$ cat config.mk
export PLATFORM = sky130hd
export DESIGN_NAME = iol_cell
export DESIGN_NICKNAME = d
export VERILOG_FILES = /design/src/rtl/core/indexed_ordered_list_unit_assert.svh /design/src/rtl/core/iol_pkg.sv /design/src/rtl/core/iol_cell.sv
export SDC_FILE = /design/constraint.sdc
export NUM_CORES = 1
export LEC_CHECK = 0
export ABC_CLOCK_PERIOD_IN_PS = 9830
export BUFFER_PORTS_ARGS = -buffer_cell sky130_fd_sc_hd__buf_2
export CORE_AREA = 5 5 93 95
export DETAILED_ROUTE_END_ITERATION = 6
export DIE_AREA = 0 0 98 100
export GPL_TIMING_DRIVEN = 0
export PLACE_DENSITY = 0.69
export SYNTH_ARGS = -nofsm -noshare
export SYNTH_HDL_FRONTEND = slang
export SYNTH_SLANG_ARGS = --single-unit
$ cat constraint.sdc
create_clock -name clk -period 9.83 [get_ports clk]
set_input_delay 0.4915 -clock clk [delete_from_list [all_inputs] [get_ports clk]]
set_output_delay 0.4915 -clock clk [all_outputs]
set_load 0.02 [all_outputs]
$ cat src/rtl/core/indexed_ordered_list_unit_assert.svh
// Assertion macros for the indexed ordered list unit.
// Used by the top level only; expects clk and rst_n in scope.
`ifndef INDEXED_ORDERED_LIST_UNIT_ASSERT_SVH
`define INDEXED_ORDERED_LIST_UNIT_ASSERT_SVH

// Same-cycle implication, checked out of reset.
`define IOL_ASSERT_NOW(lbl, ante, cons, msg) \
    lbl: assert property (@(posedge clk) disable iff (!rst_n) (ante) |-> (cons)) \
        else $error(msg);

// Next-cycle implication, checked out of reset.
`define IOL_ASSERT_NEXT(lbl, ante, cons, msg) \
    lbl: assert property (@(posedge clk) disable iff (!rst_n) (ante) |=> (cons)) \
        else $error(msg);

`endif

$ cat src/rtl/core/iol_pkg.sv
// Shared types for the indexed ordered list unit.
// No dependencies.
`default_nettype none

package iol_pkg;

    typedef enum logic [2:0] {
        OP_INSERT = 3'd0,
        OP_APPEND = 3'd1,
        OP_REMOVE = 3'd2,
        OP_READ   = 3'd3,
        OP_POP    = 3'd4
    } iol_op_t;

    typedef enum logic [1:0] {
        ST_OK    = 2'd0,
        ST_RANGE = 2'd1,
        ST_FULL  = 2'd2
    } iol_status_t;

    typedef struct packed {
        logic [2:0]  opcode;
        logic [6:0]  position;
        logic [31:0] value;
    } iol_req_t;

    typedef struct packed {
        iol_status_t status;
        logic [31:0] read_value;
        logic [6:0]  count;
    } iol_rsp_t;

    typedef struct packed {
        logic ins;
        logic rem;
    } iol_cmd_t;

endpackage

`default_nettype wire

$ cat src/rtl/core/iol_cell.sv
// One storage cell of the list chain: holds one entry, shifts with its neighbors.
// Depends on iol_pkg.
`default_nettype none

module iol_cell
    import iol_pkg::*;
#(
    parameter int VALUE_WIDTH = 32,
    parameter int IDX_W       = 7,
    parameter int IDX         = 0
) (
    input  wire logic                   clk,
    input  wire iol_cmd_t               cmd,
    input  wire logic [IDX_W-1:0]       target,
    input  wire logic [VALUE_WIDTH-1:0] new_value,
    input  wire logic [VALUE_WIDTH-1:0] left_value,
    input  wire logic [VALUE_WIDTH-1:0] right_value,
    output logic      [VALUE_WIDTH-1:0] value,
    output logic      [VALUE_WIDTH-1:0] read_part
);

    localparam logic [IDX_W-1:0] MY_IDX = IDX_W'(IDX);

    logic [VALUE_WIDTH-1:0] value_reg;
    logic [VALUE_WIDTH-1:0] value_next;

    always_comb
    begin
        value_next = value_reg;
        if (cmd.ins)
        begin
            if (MY_IDX > target)
            begin
                value_next = left_value;
            end
            else if (MY_IDX == target)
            begin
                value_next = new_value;
            end
        end
        else if (cmd.rem)
        begin
            if (MY_IDX >= target)
            begin
                value_next = right_value;
            end
        end
    end

    always_ff @(posedge clk)
    begin
        value_reg <= value_next;
    end

    assign value     = value_reg;
    assign read_part = (MY_IDX == target) ? value_reg : '0;

endmodule

`default_nettype wire
==> impl_metrics.ini <==
[global_routing]
grt_pass1_wl_um = 8093
grt_util_all_layers = 0.1051
grt_max_degree = 13
overflow = 0
grt_antenna_before_repair = 0
grt_pass1_vias = 1646

[logic_synthesis]
syn_area_per_cell_sq_um = 13.10
ys_seq_area_frac = 0.5093
ys_warn_count = 0
yosys-top-cells-count = edfxtp_1, inv_1, mux2_2, nor3_2, buf_2
synth_top_cell_area_share = 0.5093
yosys.area.top_type = edfxtp_1
synth-main-ff-cell = edfxtp_1
syn_inst = 144
synthDistinctLibCells = 12
syn_area_sq_um = 1887
synth-edff-count = 32
ys_ff_latch = 32
async_flop_share = 0
yosys-top-cells-area = edfxtp_1, mux2_2, nor3_2, inv_1, buf_12
syn_nets = 250

[final_layout]
antenna-diode-count = 0
largest_reg_flops = 32
fin_nets = 395
multi_input_area_sq_um = 701.9
drive_gt1_frac = 0.7543
seq_area_sq_um = 960.9
fill_cells = 768
synthToLayoutAreaGrowth_pct = 48.41

[pwr]
power_density_nw_per_um2 = 101.6
leakage_nw = 1.308
ir_worst_vdd_mv = 0.04110

[route]
routed-via-count = 1594
drt_wl_total_um = 5369
antenna_left = 0
wl_per_cell_um = 13.73
dr.pass1.iters = 3
drcViolationCount = 0
viasPerCell = 4.077
drt_iter0_drc = 45

[worst_setup_path]
required_ns = 9.81
end_kind = register
cp.arrival_ns = 2.24
crit_path_start_kind = input pin
critPathKind = in -> reg
cp_max_fo = 12

[clock_tree]
cts-root-buf = clkbuf_8
clk_path_buf_depth = 2
cts_resized = 0
cts-hold-fix-buffers = 0
clkSinkCount = 32
clk_pin_slew_ns = 0.06
cts-buffers-inserted = 5
cts_setup_buffers = 0
h-tree-depth = 2
cts_tree = yes

[die]
die-height_um = 100
start_util = 0.2467
rows = 32
die_x_um = 98
dieArea_sq_um = 9800
pin_count = 170
core_sq_um = 7647

[placement]
place_ws_ns = 7.218
gp_congestion = 0.7162
port_buffers = 136
post-dp-hpwl_um = 4465

[sta]
rsz0062_at_grt = false
finalSetupTns_ns = 0
fmax_mhz = 442.6
slew_headroom = 0.4443
finalSetupViolCount = 0
worst_slew_pin_slew_ns = 0.8290
min_period_ns = 2.259
setup_ws_ns = 7.571
hold_viol = 0
finalMaxSlewViolations = 0
finalCritPeriodShare = 0.2299

[hold_path]
min_path_type = in -> reg

[status]
outcome = finished clean

[run]
cap_violations = 0
-- routing by layer --
layer	track usage	wire length [um]	vias up
met4	0.02769	59	0
met2	0.1921	2821	66
met3	0.03892	442	6
met5	0	0	-
li1	-	-	779
met1	0.1146	2047	743
-- cell usage in the layout (no fill, tap or decap), drive strengths merged --
cell type	n
nor2	1
or4	1
clkbuf	8
clkinv	1
nor3	33
or3	1
inv	32
buf	148
mux2	32
edfxtp	32
-- worst max-delay path, cell delays in order --
cell and delay (ns):
buf_2 0.10, or4_4 0.52, buf_6 0.16, nor3_2 0.69, buf_6 0.26
-- cell type report --
cell class | count | area share
flip-flops and latches | 32 | 0.3432
well taps | 102 | 0.04558
inverters | 32 | 0.04290
plain buffers | 12 | 0.03887
repair buffers | 138 | 0.2511
clock inverters | 1 | 0.001787
multi-input cells | 68 | 0.2507
clock buffers | 6 | 0.02592
-- metrics by stage --
step | util | area (sq um) | hold slack [ns] | cells | power [mW]
floorplan | - | 1887 | 0.7114 | 144 | 0.1762
global placement | 0.3524 | 2695 | 0.7917 | 382 | 0.1935
detailed placement | 0.3560 | 2723 | 0.7959 | 384 | 0.1948
CTS | 0.3662 | 2800 | 0.5052 | 391 | 0.2909
global route | 0.3662 | 2800 | 0.4988 | 391 | 0.3005
finish | 0.3662 | 2800 | 0.5181 | 391 | 0.2844
-- kinds of logic after synthesis --
kind of cell	count (synthesis)	share of synthesized area
and+or+nand+nor	36	0.1784
DFF	32	0.5093
buffers and inverters	44	0.1214
muxes	32	0.1910
-- path summary, 6_finish.rpt --
| kind | from | to | cells after the start |
|---|---|---|---|
| setup / recovery | target[2] | value[3]$_DFFE_PP_ | 5 |
| hold / removal | right_value[21] | value[21]$_DFFE_PP_ | 2 |
-- where the power goes --
| part | switching [mW] | internal [mW] |
|---|---|---|
| registers | 0.000329 | 0.152 |
| clock network | 0.0451 | 0.0481 |
| logic | 0.0162 | 0.0227 |
| total | 0.0616 | 0.223 |
Note: power is estimated with default switching activity, not from simulation.
